==> src/rtl/core/chtbl_pkg.sv <==
`timescale 1ns / 1ps
// ----------------------------------------------------------------------------
// chtbl_pkg
// Shared widths, codes and types of the coordinate hash table.
// ----------------------------------------------------------------------------
package chtbl_pkg;

  localparam int FUNC_W      = 2;
  localparam int SITE_W      = 12;
  localparam int COORD_W     = 20;
  localparam int STATUS_W    = 2;
  localparam int ROW_KEY_W   = 7;
  localparam int COL_KEY_W   = 6;
  localparam int CFG_W       = 8;
  localparam int PADDR_W     = 3;
  localparam int PDATA_W     = 32;

  // fixed point: integer cell = coord / 10000, fraction digits = coord % 10000
  localparam int CELL_W      = 7;
  localparam int FRACD_W     = 14;
  localparam int STRIDE_W    = 2 * CFG_W;
  localparam int LIN_W       = 23;
  localparam int FRAC_W      = 27;
  localparam int FRAC_ONE    = 10000;
  localparam int FRAC_SHIFT  = 23;
  localparam int FRAC_RECIP_W = 10;
  localparam logic [FRAC_RECIP_W-1:0] FRAC_RECIP = FRAC_RECIP_W'((1 << FRAC_SHIFT) / FRAC_ONE);
  localparam int WEIGHT_Y    = 100;
  localparam int WEIGHT_Z    = 10000;

  localparam int SITE_LIMIT  = 4096;

  localparam logic [FUNC_W-1:0] FN_CLEAR  = 2'd0;
  localparam logic [FUNC_W-1:0] FN_INSERT = 2'd1;
  localparam logic [FUNC_W-1:0] FN_LOOKUP = 2'd2;

  localparam logic [STATUS_W-1:0] STS_OK      = 2'd0;
  localparam logic [STATUS_W-1:0] STS_COLLIDE = 2'd1;
  localparam logic [STATUS_W-1:0] STS_MISS    = 2'd2;

  localparam logic REG_CELLS_X = 1'b0;
  localparam logic REG_CELLS_Y = 1'b1;

  typedef struct packed {
    logic [CFG_W-1:0] cells_x;
    logic [CFG_W-1:0] cells_y;
  } cfg_t;

  typedef struct packed {
    logic [STATUS_W-1:0]  status;
    logic [SITE_W-1:0]    found_index;
    logic [ROW_KEY_W-1:0] row_key;
    logic [COL_KEY_W-1:0] col_key;
  } rsp_t;

  typedef enum logic [1:0] {
    BK_INIT,
    BK_IDLE,
    BK_CHECK,
    BK_CLEAR
  } back_state_t;

endpackage

==> src/rtl/core/chtbl_front.sv <==
`timescale 1ns / 1ps
// ----------------------------------------------------------------------------
// chtbl_front
// Six-stage key pipeline: splits coordinates, linearises, reduces both keys
// and the slot address, then pushes one queue entry per beat.
// ----------------------------------------------------------------------------
module chtbl_front #(
  parameter int ROW_MOD = 127,
  parameter int COL_MOD = 61,
  parameter int ADDR_W  = 13,
  parameter int QW      = 40
) (
  input  logic                            clk,
  input  logic                            rst,
  input  chtbl_pkg::cfg_t                 cfg,
  input  logic                            init_busy,
  input  logic                            req_valid,
  output logic                            req_stall,
  input  logic [chtbl_pkg::FUNC_W-1:0]    func,
  input  logic [chtbl_pkg::SITE_W-1:0]    site_index,
  input  logic [chtbl_pkg::COORD_W-1:0]   coord_x,
  input  logic [chtbl_pkg::COORD_W-1:0]   coord_y,
  input  logic [chtbl_pkg::COORD_W-1:0]   coord_z,
  input  logic                            q_full,
  output logic                            q_push,
  output logic [QW-1:0]                   q_data
);
  import chtbl_pkg::*;

  localparam int ROW_W = $clog2(ROW_MOD);
  localparam int COL_W = $clog2(COL_MOD);
  localparam int SPLIT_PW = COORD_W + FRAC_RECIP_W;
  localparam logic [LIN_W-1:0]  ROW_RECIP = LIN_W'((64'd1 << LIN_W) / ROW_MOD);
  localparam logic [FRAC_W-1:0] COL_RECIP = FRAC_W'((64'd1 << FRAC_W) / COL_MOD);

  function automatic logic [CELL_W-1:0] quot_est(input logic [COORD_W-1:0] c);
    logic [SPLIT_PW-1:0] p;
    p = SPLIT_PW'(c) * SPLIT_PW'(FRAC_RECIP);
    return p[FRAC_SHIFT +: CELL_W];
  endfunction

  function automatic logic [CELL_W+FRACD_W-1:0] split_fix(input logic [COORD_W-1:0] c,
                                                           input logic [CELL_W-1:0] q0);
    logic [COORD_W-1:0] r;
    logic [CELL_W-1:0]  q;
    r = c - COORD_W'(q0) * COORD_W'(FRAC_ONE);
    q = q0;
    if (r >= COORD_W'(FRAC_ONE)) begin
      r = r - COORD_W'(FRAC_ONE);
      q = q0 + 1'b1;
    end
    return {q, FRACD_W'(r)};
  endfunction

  logic advance, accept;
  logic v1, v2, v3, v4, v5, v6;

  logic [FUNC_W-1:0] f1, f2, f3, f4, f5, f6;
  logic [SITE_W-1:0] s1, s2, s3, s4, s5, s6;

  logic [COORD_W-1:0] cx1, cy1, cz1;
  logic [CELL_W-1:0]  qx1, qy1, qz1;
  logic [CELL_W-1:0]  ix2, iy2, iz2;
  logic [FRACD_W-1:0] fx2, fy2, fz2;
  logic [LIN_W-1:0]   lin3, lin4;
  logic [FRAC_W-1:0]  frac3, frac4;
  logic [LIN_W-1:0]   rq4;
  logic [FRAC_W-1:0]  cq4;
  logic [ROW_W-1:0]   row5;
  logic [COL_W-1:0]   col5;
  logic [ROW_KEY_W-1:0] rk6;
  logic [COL_KEY_W-1:0] ck6;
  logic [ADDR_W-1:0]  addr6;
  logic [STRIDE_W-1:0] sxy;

  logic [CELL_W+FRACD_W-1:0] spx, spy, spz;
  logic [2*LIN_W-1:0]  rprod;
  logic [2*FRAC_W-1:0] cprod;
  logic [LIN_W-1:0]    rdiff;
  logic [FRAC_W-1:0]   cdiff;

  assign advance   = !(v6 && q_full);
  assign req_stall = !advance || init_busy;
  assign accept    = req_valid && !req_stall;
  assign q_push    = v6 && !q_full;
  assign q_data    = {f6, s6, rk6, ck6, addr6};

  assign spx   = split_fix(cx1, qx1);
  assign spy   = split_fix(cy1, qy1);
  assign spz   = split_fix(cz1, qz1);
  assign rprod = (2*LIN_W)'(lin3) * (2*LIN_W)'(ROW_RECIP);
  assign cprod = (2*FRAC_W)'(frac3) * (2*FRAC_W)'(COL_RECIP);
  assign rdiff = lin4 - LIN_W'(rq4 * LIN_W'(ROW_MOD));
  assign cdiff = frac4 - FRAC_W'(cq4 * FRAC_W'(COL_MOD));

  always_ff @(posedge clk) begin
    sxy <= STRIDE_W'(cfg.cells_x) * STRIDE_W'(cfg.cells_y);
  end

  always_ff @(posedge clk) begin
    if (rst) begin
      {v1, v2, v3, v4, v5, v6} <= '0;
    end else if (advance) begin
      v1 <= accept;
      v2 <= v1;
      v3 <= v2;
      v4 <= v3;
      v5 <= v4;
      v6 <= v5;
    end
  end

  always_ff @(posedge clk) begin
    if (advance) begin
      f1  <= func;
      s1  <= site_index;
      cx1 <= coord_x;
      cy1 <= coord_y;
      cz1 <= coord_z;
      qx1 <= quot_est(coord_x);
      qy1 <= quot_est(coord_y);
      qz1 <= quot_est(coord_z);

      f2 <= f1;
      s2 <= s1;
      {ix2, fx2} <= spx;
      {iy2, fy2} <= spy;
      {iz2, fz2} <= spz;

      f3    <= f2;
      s3    <= s2;
      lin3  <= LIN_W'(ix2) + LIN_W'(iy2) * LIN_W'(cfg.cells_x) + LIN_W'(iz2) * LIN_W'(sxy);
      frac3 <= FRAC_W'(fx2) + FRAC_W'(fy2) * FRAC_W'(WEIGHT_Y)
             + FRAC_W'(fz2) * FRAC_W'(WEIGHT_Z);

      f4    <= f3;
      s4    <= s3;
      lin4  <= lin3;
      frac4 <= frac3;
      rq4   <= rprod[LIN_W +: LIN_W];
      cq4   <= cprod[FRAC_W +: FRAC_W];

      f5   <= f4;
      s5   <= s4;
      row5 <= (rdiff >= LIN_W'(ROW_MOD)) ? ROW_W'(rdiff - LIN_W'(ROW_MOD)) : ROW_W'(rdiff);
      col5 <= (cdiff >= FRAC_W'(COL_MOD)) ? COL_W'(cdiff - FRAC_W'(COL_MOD)) : COL_W'(cdiff);

      f6    <= f5;
      s6    <= s5;
      rk6   <= ROW_KEY_W'(row5);
      ck6   <= COL_KEY_W'(col5);
      addr6 <= ADDR_W'(ADDR_W'(row5) * ADDR_W'(COL_MOD)) + ADDR_W'(col5);
    end
  end

endmodule

==> config.mk <==
export PLATFORM = sky130hd
export DESIGN_NAME = chtbl_front
export DESIGN_NICKNAME = d
export VERILOG_FILES = /design/src/rtl/core/chtbl_pkg.sv /design/src/rtl/core/chtbl_front.sv
export SDC_FILE = /design/constraint.sdc
export NUM_CORES = 2
export LEC_CHECK = 0
export BUFFER_PORTS_ARGS = -buffer_cell sky130_fd_sc_hd__buf_4
export CAP_MARGIN = 5
export CORE_UTILIZATION = 34
export CTS_CLUSTER_DIAMETER = 120
export DETAILED_ROUTE_END_ITERATION = 8
export GPL_TIMING_DRIVEN = 1
export PLACE_DENSITY = 0.55
export SLEW_MARGIN = 30
export SYNTH_ARGS = -nofsm -noshare
export SYNTH_HDL_FRONTEND = slang
export SYNTH_SLANG_ARGS = --single-unit
export TNS_END_PERCENT = 50
==> constraint.sdc <==
create_clock -name clk -period 29.9 [get_ports clk]
set_input_delay 5.98 -clock clk [delete_from_list [all_inputs] [get_ports clk]]
set_output_delay 5.98 -clock clk [all_outputs]
set_load 0.05 [all_outputs]
==> impl_metrics.yaml <==
logic_synthesis:
  synth-edff-count: 406
  avgSynthCellArea_um2: 10.3
  syn_inst: 5714
  ys_ff_latch: 428
  async_reset_ff_frac: 0
  yosys.area_share.simple: 0.0728
  synth_mux_area_frac: 0.00306
  yosysWarningCount: 0
  yosys.area_share.xor_xnor: 0.0417
  yosys.area_share.adder: 0.493
  synth-compound-area-share: 0.0753
  synth_nets: 7697
  yosysSeqAreaShare: 0.214
  netlist_area_um2: 58900
  synth_top_family_by_area: "adder cells"
  synth_cell_types: 84
  synthFlopType: "edfxtp_1"
status:
  status: "finished, final reports clean"
cts:
  cts_setup_buffers: 0
  clk-insertion-delay-late_ns: 0.67
  root_buffer: "clkbuf_16"
  clk_path_buf_depth: 3
  cts_max_level: 2
  path_clk_slew_ns: 0.06
  clock_sinks: 428
  cts_resized: 0
  cts_buffers: 54
  cts_tree: "yes"
  hold_buffers: 0
global_routing:
  grt_pass1_wl_um: 195000
  grt_overflow: 0
  first_global_vias: 39518
  grt.total_usage: 0.135
  grt_max_degree: 78
  antenna_found_initial: 0
placed_design:
  place.gp.congestion: 0.825
  dp_hpwl_um: 96000
  io_buffer_count: 136
die:
  die_area_um2: 175000
  dieHeight_um: 418
  coreArea_um2: 172000
  rows: 152
  die_w_um: 418
  initial_core_util: 0.343
  ios: 137
cells_and_area:
  area_growth_syn_to_layout_pct: 9.76
  final_common_cell: "inv_1"
  nFillCells: 17127
  mostFrequentLayoutCells: "inv_1, ha_1, fa_1"
  seq_area_um2: 12600
  drive_above_1_share: 0.0451
  multiInputGateArea_um2: 40400
  nets: 7861
critical_path:
  max_stage_delay_ns: 0.38
  cpMostUsedCell: "buf_4"
  cp-start-kind: "input port"
  worstPathRequired_ns: 23.92
  path_class: "input port to primary output"
  endpoint_kind: "primary output"
  path_cells: "buf_4, nand2_4, nand2b_1, buf_4"
  slowest_stage: "nand2_4"
  path_max_fanout: 41
  crit_arrival_ns: 6.82
timing:
  finalHoldViolCount: 0
  clock_skew_ns: 0.0426
  finalCritPeriodShare: 0.428
  rsz0062_at_grt: "false"
  setup_viol: 0
  worstMarginPinSlew_ns: 0.886
  setup_tns_ns: 0
  fmax_ghz: 0.0782
  drv_slew: 0
  relSlewSlack: 0.409
  layout_min_cycle_time_ns: 12.80
drt:
  wl_met2_um: 53600
  wirelength_um: 114000
  drtPass1Iterations: 5
  dr_total_vias: 37173
  drt_iter0_drc: 1323
  met3_length_um: 2860
  ant_nets: 0
  vias_per_cell: 4.51
  maxUsedRoutingLayer: "met4"
  drc_errors: 0
  wl_met1_um: 55200
  wl_per_cell_um: 13.8
job:
  cap_viol_max_count: 0
hold_path:
  hp-class: "flop to flop"
## worst paths after layout
| path | start | end | slack (ns) | depth (start not counted) |
|---|---|---|---|---|
| setup reg to reg | frac3[11] | cq4[21] | 22.22 | 23 |
| hold reg to reg | s5[1] | s6[1] | 0.41 | 0 |
| hold / removal | s5[1] | s6[1] | 0.41 | 0 |
| setup / recovery | q_full | req_stall | 17.10 | 4 |
## registers in the layout (all words and copies together) (netlist names), 13 cells and up
signal / flops
fx2: 14
cx1: 20
rq4: 17
lin3: 23
cq4: 22
lin4: 23
frac3: 27
cz1: 20
fy2: 14
cy1: 20
frac4: 27
addr6: 13
fz2: 14
sxy: 16
## final cells by class
type	count	area share
Antenna cell	1	0.0000387
Clock buffer	61	0.0220
Clock inverter	40	0.00756
Inverter	1532	0.0889
Multi-Input combinational cell	3717	0.625
Sequential cell	428	0.195
Tap cell	2310	0.0447
Timing Repair Buffer	145	0.0169
## Yosys cell counts (23+ instances only)
master    count  share of area
o21ai_0     118          0.010
a21oi_1     194          0.016
xor2_1       90          0.013
clkbuf_1     32         0.0020
and2_1      141          0.015
nand4_1      23         0.0024
fa_1        721           0.24
nor2b_1      42         0.0045
nand3_1      57         0.0048
o21a_1       45         0.0057
ha_1       1167           0.25
edfxtp_1    406           0.21
xnor2_1     183          0.027
a21o_1       79          0.010
nor3_1       48         0.0041
nand2b_1     43         0.0046
inv_1      1532          0.098
o21bai_1     29         0.0037
nand2_1     243          0.015
nor2_1      159          0.010
## cells by family (layout without fill, tap and decap cells)
family	Yosys count	after routing
fa+ha+maj	1888	1888
buf+inv	1569	1778
simple gates	855	855
compound gates	681	681
flops	428	428
xor+xnor	276	276
mux	17	17
other cells	0	1
## metal layers
metal / track usage / up-vias
met4: 0.0338 / 0
met1: 0.184 / 17857
li1: - / 18818
met5: 0 / -
met3: 0.0132 / 136
met2: 0.228 / 362
## critical path: cells and delay by family
| family | cells | cell delay, ns |
|---|---|---|
| and+or+nand+nor | 2 | 0.48 |
| buffers and inverters | 2 | 0.34 |
## per-stage QoR
stage          cells   util  setup slack (ns)  hold slack [ns]  instance area [µm²]
5_1_grt         8233  0.376             17.00            0.416                64700
3_3_place_gp    8132  0.365             17.08            0.400                62800
3_5_place_dp    8132  0.365             17.06            0.405                62800
2_1_floorplan   5714      -              6.28            0.400                58900
6_report        8234  0.376             17.10            0.412                64700
4_1_cts         8233  0.376             17.06            0.416                64700
Power is left out: the tool's default activity adds up to more than one toggle a clock period on the data nets, which glitch-free logic cannot reach.
