==> src/rtl/core/chtbl_fifo.sv <==
`timescale 1ns / 1ps
// ----------------------------------------------------------------------------
// chtbl_fifo
// Short register queue between the key pipeline and the table sequencer.
// ----------------------------------------------------------------------------
module chtbl_fifo #(
  parameter int WIDTH = 40,
  parameter int DEPTH = 4
) (
  input  logic             clk,
  input  logic             rst,
  input  logic             push,
  input  logic [WIDTH-1:0] push_data,
  input  logic             pop,
  output logic [WIDTH-1:0] head,
  output logic             full,
  output logic             not_empty
);

  localparam int PTR_W = $clog2(DEPTH);
  localparam int CNT_W = $clog2(DEPTH + 1);

  logic [WIDTH-1:0] slots [DEPTH];
  logic [PTR_W-1:0] wr_ptr, rd_ptr;
  logic [CNT_W-1:0] count;

  assign full      = (count == CNT_W'(DEPTH));
  assign not_empty = (count != '0);
  assign head      = slots[rd_ptr];

  always_ff @(posedge clk) begin
    if (rst) begin
      wr_ptr <= '0;
      rd_ptr <= '0;
      count  <= '0;
    end else begin
      if (push) begin
        wr_ptr <= (wr_ptr == PTR_W'(DEPTH - 1)) ? '0 : wr_ptr + 1'b1;
      end
      if (pop) begin
        rd_ptr <= (rd_ptr == PTR_W'(DEPTH - 1)) ? '0 : rd_ptr + 1'b1;
      end
      if (push && !pop) begin
        count <= count + 1'b1;
      end else if (pop && !push) begin
        count <= count - 1'b1;
      end
    end
  end

  always_ff @(posedge clk) begin
    if (push) begin
      slots[wr_ptr] <= push_data;
    end
  end

endmodule

==> config.mk <==
export PLATFORM = sky130hd
export DESIGN_NAME = chtbl_fifo
export DESIGN_NICKNAME = d
export VERILOG_FILES = /design/src/rtl/core/chtbl_fifo.sv
export SDC_FILE = /design/constraint.sdc
export NUM_CORES = 1
export LEC_CHECK = 0
export CORE_MARGIN = 2
export CORE_UTILIZATION = 45
export DETAILED_ROUTE_END_ITERATION = 6
export DONT_BUFFER_PORTS = 1
export GPL_TIMING_DRIVEN = 0
export SKIP_CTS_REPAIR_TIMING = 1
export SLEW_MARGIN = 20
export SYNTH_ARGS = -nofsm -noshare
export SYNTH_HDL_FRONTEND = slang
export SYNTH_SLANG_ARGS = --single-unit
export TNS_END_PERCENT = 10
==> constraint.sdc <==
create_clock -name clk -period 4.8 [get_ports clk]
set_input_delay 0 -clock clk [delete_from_list [all_inputs] [get_ports clk]]
set_output_delay 0 -clock clk [all_outputs]
set_load 0.02 [all_outputs]
==> impl_metrics.env, run 1 <==
export IMPL_status="complete, but fails checks"
export IMPL_violations="negative hold slack"
export IMPL_place_gp_congestion=0.676
export IMPL_hp_class="in2reg"
export IMPL_cts_sinks=169
export IMPL_power_frac_seq=0.523
export IMPL_setup_slack_ns=3.01
export IMPL_portBuffers=0
export IMPL_die_h_um=122
export IMPL_final_hold_violation_count=1
export IMPL_cts_tree="yes"
export IMPL_drtPass1Iterations=4
export IMPL_holdWs_ns=-0.00988
export IMPL_worstSetupEndpointType="flip-flop"
export IMPL_worst_slew_pin_slew_ns=0.653
export IMPL_n_antenna_cell=0
export IMPL_synth_seq_area_share=0.796
export IMPL_cts_made_buffers=17
export IMPL_switching_share=0.215
export IMPL_drive_gt1_frac=0.239
export IMPL_synth_cell_type_count=17
export IMPL_yosysTopAreaCell="edfxtp_1"
export IMPL_worst_ep_required_time_ns=5.10
export IMPL_fin_crit_ns=1.79
export IMPL_chipWidth_um=122
export IMPL_cts_root_buf="clkbuf_16"
export IMPL_clkPwrFrac=0.384
export IMPL_max_cap_violations=0
export IMPL_grt_pass1_wl_um=15600
export IMPL_core_area_um2=13700
export IMPL_ant_nets=0
export IMPL_crit_slowest_cell="dlygate4sd3_1"
export IMPL_cp_data_arrival_time_ns=2.08
export IMPL_rows=43
export IMPL_cp_max_fo=3
export IMPL_gr_total_overflow=0
export IMPL_grt_max_degree=41
export IMPL_path_buf_inv=4
export IMPL_crit_cells=8
export IMPL_routed_wl_um=10400
export IMPL_antenna_found_initial=0
export IMPL_crit_family="buffers and inverters"
export IMPL_start_util=0.456
export IMPL_area_growth_pct=19.5
export IMPL_htree_levels=4
export IMPL_ys_top_cells_by_count="edfxtp_1, mux4_2, dfxtp_1"
export IMPL_post_dp_hpwl_um=5790
export IMPL_synth_edf_count=160
export IMPL_path_cells="dlygate4sd3_1 > inv_1 > ha_1 > inv_1 > fa_1 > mux2i_1 > nor2_1 > dlygate4sd3_1"
export IMPL_die_area_um2=14900
export IMPL_setup_viol=0
export IMPL_synth_most_common_cell="edfxtp_1"
export IMPL_place_ws_ns=3.20
export IMPL_comb_power_share=0.093
export IMPL_path_class="in2reg"
export IMPL_tns_ns=0
export IMPL_grt_use_total=0.150
export IMPL_cp_start_kind="input pin"
export IMPL_holdPathStages=3
export IMPL_yosysWarnings=0
export IMPL_fin_crit_sh=0.372
export IMPL_synth_top_area_share=0.768
export IMPL_syn_inst=253
export IMPL_intPower_mw=2.56
export IMPL_max_clock_freq_mhz=560
export IMPL_ios=86
export IMPL_vias=2641
export IMPL_clk_latency_ns=0.42
export IMPL_nNetsFinal=367
export IMPL_max_vdd_ir_drop_uv=248
export IMPL_cpPeakStageDelay_ns=0.59
export IMPL_drv_slew=0
export IMPL_reg2regPathDepth=4
export IMPL_routed_via_density=5.21
export IMPL_async_reset_ff_frac=0
export IMPL_yosys_most_used_dff="edfxtp_1"
export IMPL_syn_nets=304
export IMPL_p_leak_nw=2.41
export IMPL_p_sw_mw=0.701
export IMPL_avgSynthCellArea_um2=24.7
export IMPL_wl_per_cell_um=20.5
export IMPL_power_per_cell_area_nw_per_um2=436
export IMPL_clk_pin_slew_ns=0.06
export IMPL_netlist_area_um2=6260
export IMPL_ys_top_cells_by_area="edfxtp_1, mux4_2, dfxtp_1, buf_12, ha_1"
export IMPL_rsz0062_at_grt="false"
export IMPL_finClkSkew_ns=0.00438
export IMPL_clockBufferDepth=2
export IMPL_slew_headroom=0.564
export IMPL_drtIter0Drc=227
export IMPL_first_global_vias=2686
export IMPL_drc=0
export IMPL_ys_ff_latch=169
## layout by cell type (no fill, tap or decap), types with 6 or more instances in the layout
master,count
edfxtp_1,160
clkbuf_16,17
dlygate4sd3_1,44
nor2_1,7
dfxtp_1,9
ha_1,6
mux4_2,40
## metal layers
layer / part of all wire / wire length, um / GRT usage / up-vias
li1: - / - / - / 1187
met1: 0.44 / 4590 / 0.187 / 1363
met2: 0.48 / 5030 / 0.226 / 76
met3: 0.056 / 581 / 0.0674 / 15
met4: 0.019 / 201 / 0.0711 / 0
met5: 0 / 0 / 0 / -
## worst paths after layout
path / from / end / slack [ns]
worst min-delay path: push / count[0]$_SDFFE_PP0P_ / -0.01
worst min register to register: count[2]$_SDFFE_PP0P_ / count[2]$_SDFFE_PP0P_ / 0.50
worst max register to register: count[0]$_SDFFE_PP0P_ / count[1]$_SDFFE_PP0P_ / 3.12
worst max-delay path: pop / count[1]$_SDFFE_PP0P_ / 3.01
## state kept, by name (all words and copies together), names as in the netlist, named ones only
| signal | flops |
|---|---|
| count | 3 |
| rd_ptr | 2 |
| wr_ptr | 2 |
| slots | 160 |
## power by group through the flow
stage	logic [mW]	registers [mW]	clock network, mW
final	0.302	1.71	1.25
after global routing	0.327	1.71	1.34
after CTS	0.265	1.71	1.28
after detailed placement	0.265	1.74	0
after global placement	0.262	1.74	0
after floorplan	0.217	1.73	0
## area by class of cell
| class | count | area, um^2 |
|---|---|---|
| buffer | 9 | 111 |
| clock buffer | 20 | 437 |
| clock inverter | 10 | 105 |
| fill | 1084 | 6240 |
| inverter | 4 | 15.0 |
| multi-input combinational | 71 | 1160 |
| sequential | 169 | 4980 |
| tap | 180 | 225 |
| timing repair buffer | 44 | 440 |
## tightest hold or removal path, delay by kind of cell
kind                       cells  cell delay (ns)
xor gates and xnor gates       1             0.09
adders and majority gates      1             0.20
and+or+nand+nor                1             0.08
## per-stage QoR
step	power [mW]	hold WS (ns)	instances	utilization	instance area, um^2
3_3_place_gp	2.00	0.0722	433	0.473	6480
5_1_grt	3.38	0.0409	507	0.545	7480
6_report	3.26	-0.00988	507	0.545	7480
4_1_cts	3.26	-0.374	463	0.513	7040
3_5_place_dp	2.00	0.0740	433	0.473	6490
2_1_floorplan	1.95	0.0691	253	-	6260
## cells by family (layout without fill, tap and decap cells)
family / Yosys count / count (layout) / share of synthesized area
XOR/XNOR: 2 / 2 / 0.00280
adder cells (fa/ha/maj): 7 / 7 / 0.0152
AO/OA/AOI/OAI: 3 / 3 / 0.00240
multiplexers: 44 / 44 / 0.150
flip-flops: 169 / 169 / 0.796
buffers and inverters: 13 / 87 / 0.0202
AND/OR/NAND/NOR: 15 / 15 / 0.0126
No activity file was read; power rests on OpenSTA's default activity.
==> run 2: changes to the inputs <==
Clock period 4.8 ns to 1.75 ns, I/O delays scaled along.
==> run 2 against run 1 <==
Net effect:
- the flow still finishes with violations (negative hold slack)
- final cell count increased by 0.20%
- die area unchanged
- non-clock buffer count decreased by 1
- largest power group unchanged
- total power increased to 2.9 times the previous value
- clock skew increased by 0.00064 ns
- sequential power increased to 2.7 times the previous value
- via count increased by 1.0%
- first-iteration DRC count decreased by 25%
- largest cell class unchanged
- combinational power increased to 2.7 times the previous value
- worst hold slack got worse by 0.013 ns
- sequential share of layout area decreased by 0.71 points
==> impl_metrics.env, run 2 (same netlist as run 1, synthesis figures left out) <==
export IMPL_status="complete, but fails checks"
export IMPL_violations="negative hold slack"
export IMPL_portBuffers=0
export IMPL_n_antenna_cell=0
export IMPL_r2r_start="wr_ptr[0]$_SDFFE_PP0P_"
export IMPL_cts_root_buf="clkbuf_16"
export IMPL_worstSetupEndpointType="output port"
export IMPL_finClkSkew_ns=0.00502
export IMPL_drtPass1Iterations=4
export IMPL_rows=43
export IMPL_comb_power_share=0.087
export IMPL_ios=86
export IMPL_switching_share=0.208
export IMPL_routed_wl_um=10300
export IMPL_post_dp_hpwl_um=5770
export IMPL_drv_slew=0
export IMPL_fillCellCount=1068
export IMPL_p_sw_mw=1.96
export IMPL_fin_area_um2=7560
export IMPL_cp_max_fo=10
export IMPL_r2r_end="slots[3][30]$_DFFE_PP_"
export IMPL_max_clock_freq_mhz=605
export IMPL_drc=0
export IMPL_largest_reg_flops=160
export IMPL_hp_class="in2reg"
export IMPL_gr_total_overflow=0
export IMPL_cp_data_arrival_time_ns=1.65
export IMPL_place_gp_congestion=0.649
export IMPL_cts_made_buffers=17
export IMPL_clkPwrFrac=0.417
export IMPL_slew_headroom=0.565
export IMPL_reg2regPathDepth=2
export IMPL_power_frac_seq=0.496
export IMPL_vias=2668
export IMPL_grt_use_total=0.147
export IMPL_r2r_slack_ns=0.19
export IMPL_max_cap_violations=0
export IMPL_cp_start_kind="flip-flop"
export IMPL_intPower_mw=7.47
export IMPL_path_class="reg2out"
export IMPL_layout_common_cells="edfxtp_1, dlygate4sd3_1, mux4_2"
export IMPL_htree_levels=4
export IMPL_final_hold_violation_count=2
export IMPL_holdWs_ns=-0.0226
export IMPL_total_power_mw=9.43
export IMPL_die_area_um2=14900
export IMPL_drtIter0Drc=171
export IMPL_reg_top3="slots (160), count (3)"
export IMPL_fin_crit_ns=1.65
export IMPL_max_vdd_ir_drop_uv=606
export IMPL_grt_pass1_wl_um=15400
export IMPL_routed_via_density=5.25
export IMPL_antenna_found_initial=0
export IMPL_layout_commonest_cell="edfxtp_1"
export IMPL_clk_pin_slew_ns=0.06
export IMPL_core_area_um2=13700
export IMPL_clk_latency_ns=0.42
export IMPL_ant_nets=0
export IMPL_drive_gt1_frac=0.244
export IMPL_worst_slew_pin_slew_ns=0.652
export IMPL_wl_per_cell_um=20.3
export IMPL_worst_ep_required_time_ns=1.75
export IMPL_start_util=0.456
export IMPL_cts_tree="yes"
export IMPL_place_area_um2=6490
export IMPL_fin_crit_sh=0.944
export IMPL_rsz0062_at_grt="false"
export IMPL_area_growth_pct=20.7
export IMPL_first_global_vias=2678
export IMPL_p_leak_nw=2.45
export IMPL_nNetsFinal=366
export IMPL_chipWidth_um=122
export IMPL_power_per_cell_area_nw_per_um2=1250
export IMPL_endpoint="head[16]"
export IMPL_die_h_um=122
export IMPL_holdPathStages=3
export IMPL_grt_max_degree=41
export IMPL_clockBufferDepth=2
export IMPL_regMostFlops="slots"
export IMPL_cts_sinks=169
export IMPL_setup_viol=0
## run 2: cell types whose count changed in the layout (fill, tap and decap cells not counted), moves of 2 or more
cell,change
clkinv_1,+2
clkinv_2,-2
clkbuf_1,-2
bufinv_16,+3
## run 2: final cells by class
type,count,area [um^2],share of cell area
flip-flops and latches,169,4980,0.660
multi-input cells,71,1160,0.153
repair buffers,43,430,0.0570
clock buffers,18,429,0.0568
well taps,180,225,0.0298
clock inverters,14,203,0.0268
plain buffers,9,111,0.0147
inverters,4,15.0,0.00199
## run 2: through the flow
step                 util  setup TNS [ns]  cells  setup WS, ns
global placement    0.473         -121.58    433        -0.977
detailed placement  0.473               0    433         0.166
finish              0.551               0    508        0.0984
CTS                 0.519               0    465        0.0497
floorplan               -          -18.67    253        -0.161
global route        0.551               0    508        0.0209
## run 2: worst max-delay path, stage by stage (launching register included)
cell and delay [ns]:
dfxtp_1 0.32, buf_6 0.14, buf_12 0.16, mux4_2 0.60
## run 2: per-layer routing
metal,track usage,vias to the layer above,routed length [um]
met5,0,-,0
met4,0.0711,0,212
met3,0.0646,17,541
met2,0.223,64,5220
met1,0.182,1400,4320
li1,-,1187,-
## run 2: power by group through the flow
| stage | Combinational [mW] | Sequential (mW) | Clock [mW] |
|---|---|---|---|
| final | 0.822 | 4.68 | 3.93 |
| after global routing | 0.890 | 4.70 | 4.17 |
| after CTS | 0.730 | 4.69 | 4.02 |
| after detailed placement | 0.727 | 4.77 | 0 |
| after global placement | 0.718 | 4.77 | 0 |
| after floorplan | 0.595 | 4.75 | 0 |
## run 2: worst min-delay path by stage
stage / start / end / slack, ns
after global routing: push / count[1]$_SDFFE_PP0P_ / 0.02
final: push / count[1]$_SDFFE_PP0P_ / -0.02
after detailed placement: rst / count[2]$_SDFFE_PP0P_ / 0.07
after CTS: rst / count[1]$_SDFFE_PP0P_ / -0.37
after global placement: rst / count[2]$_SDFFE_PP0P_ / 0.07
after floorplan: rst / count[2]$_SDFFE_PP0P_ / 0.07
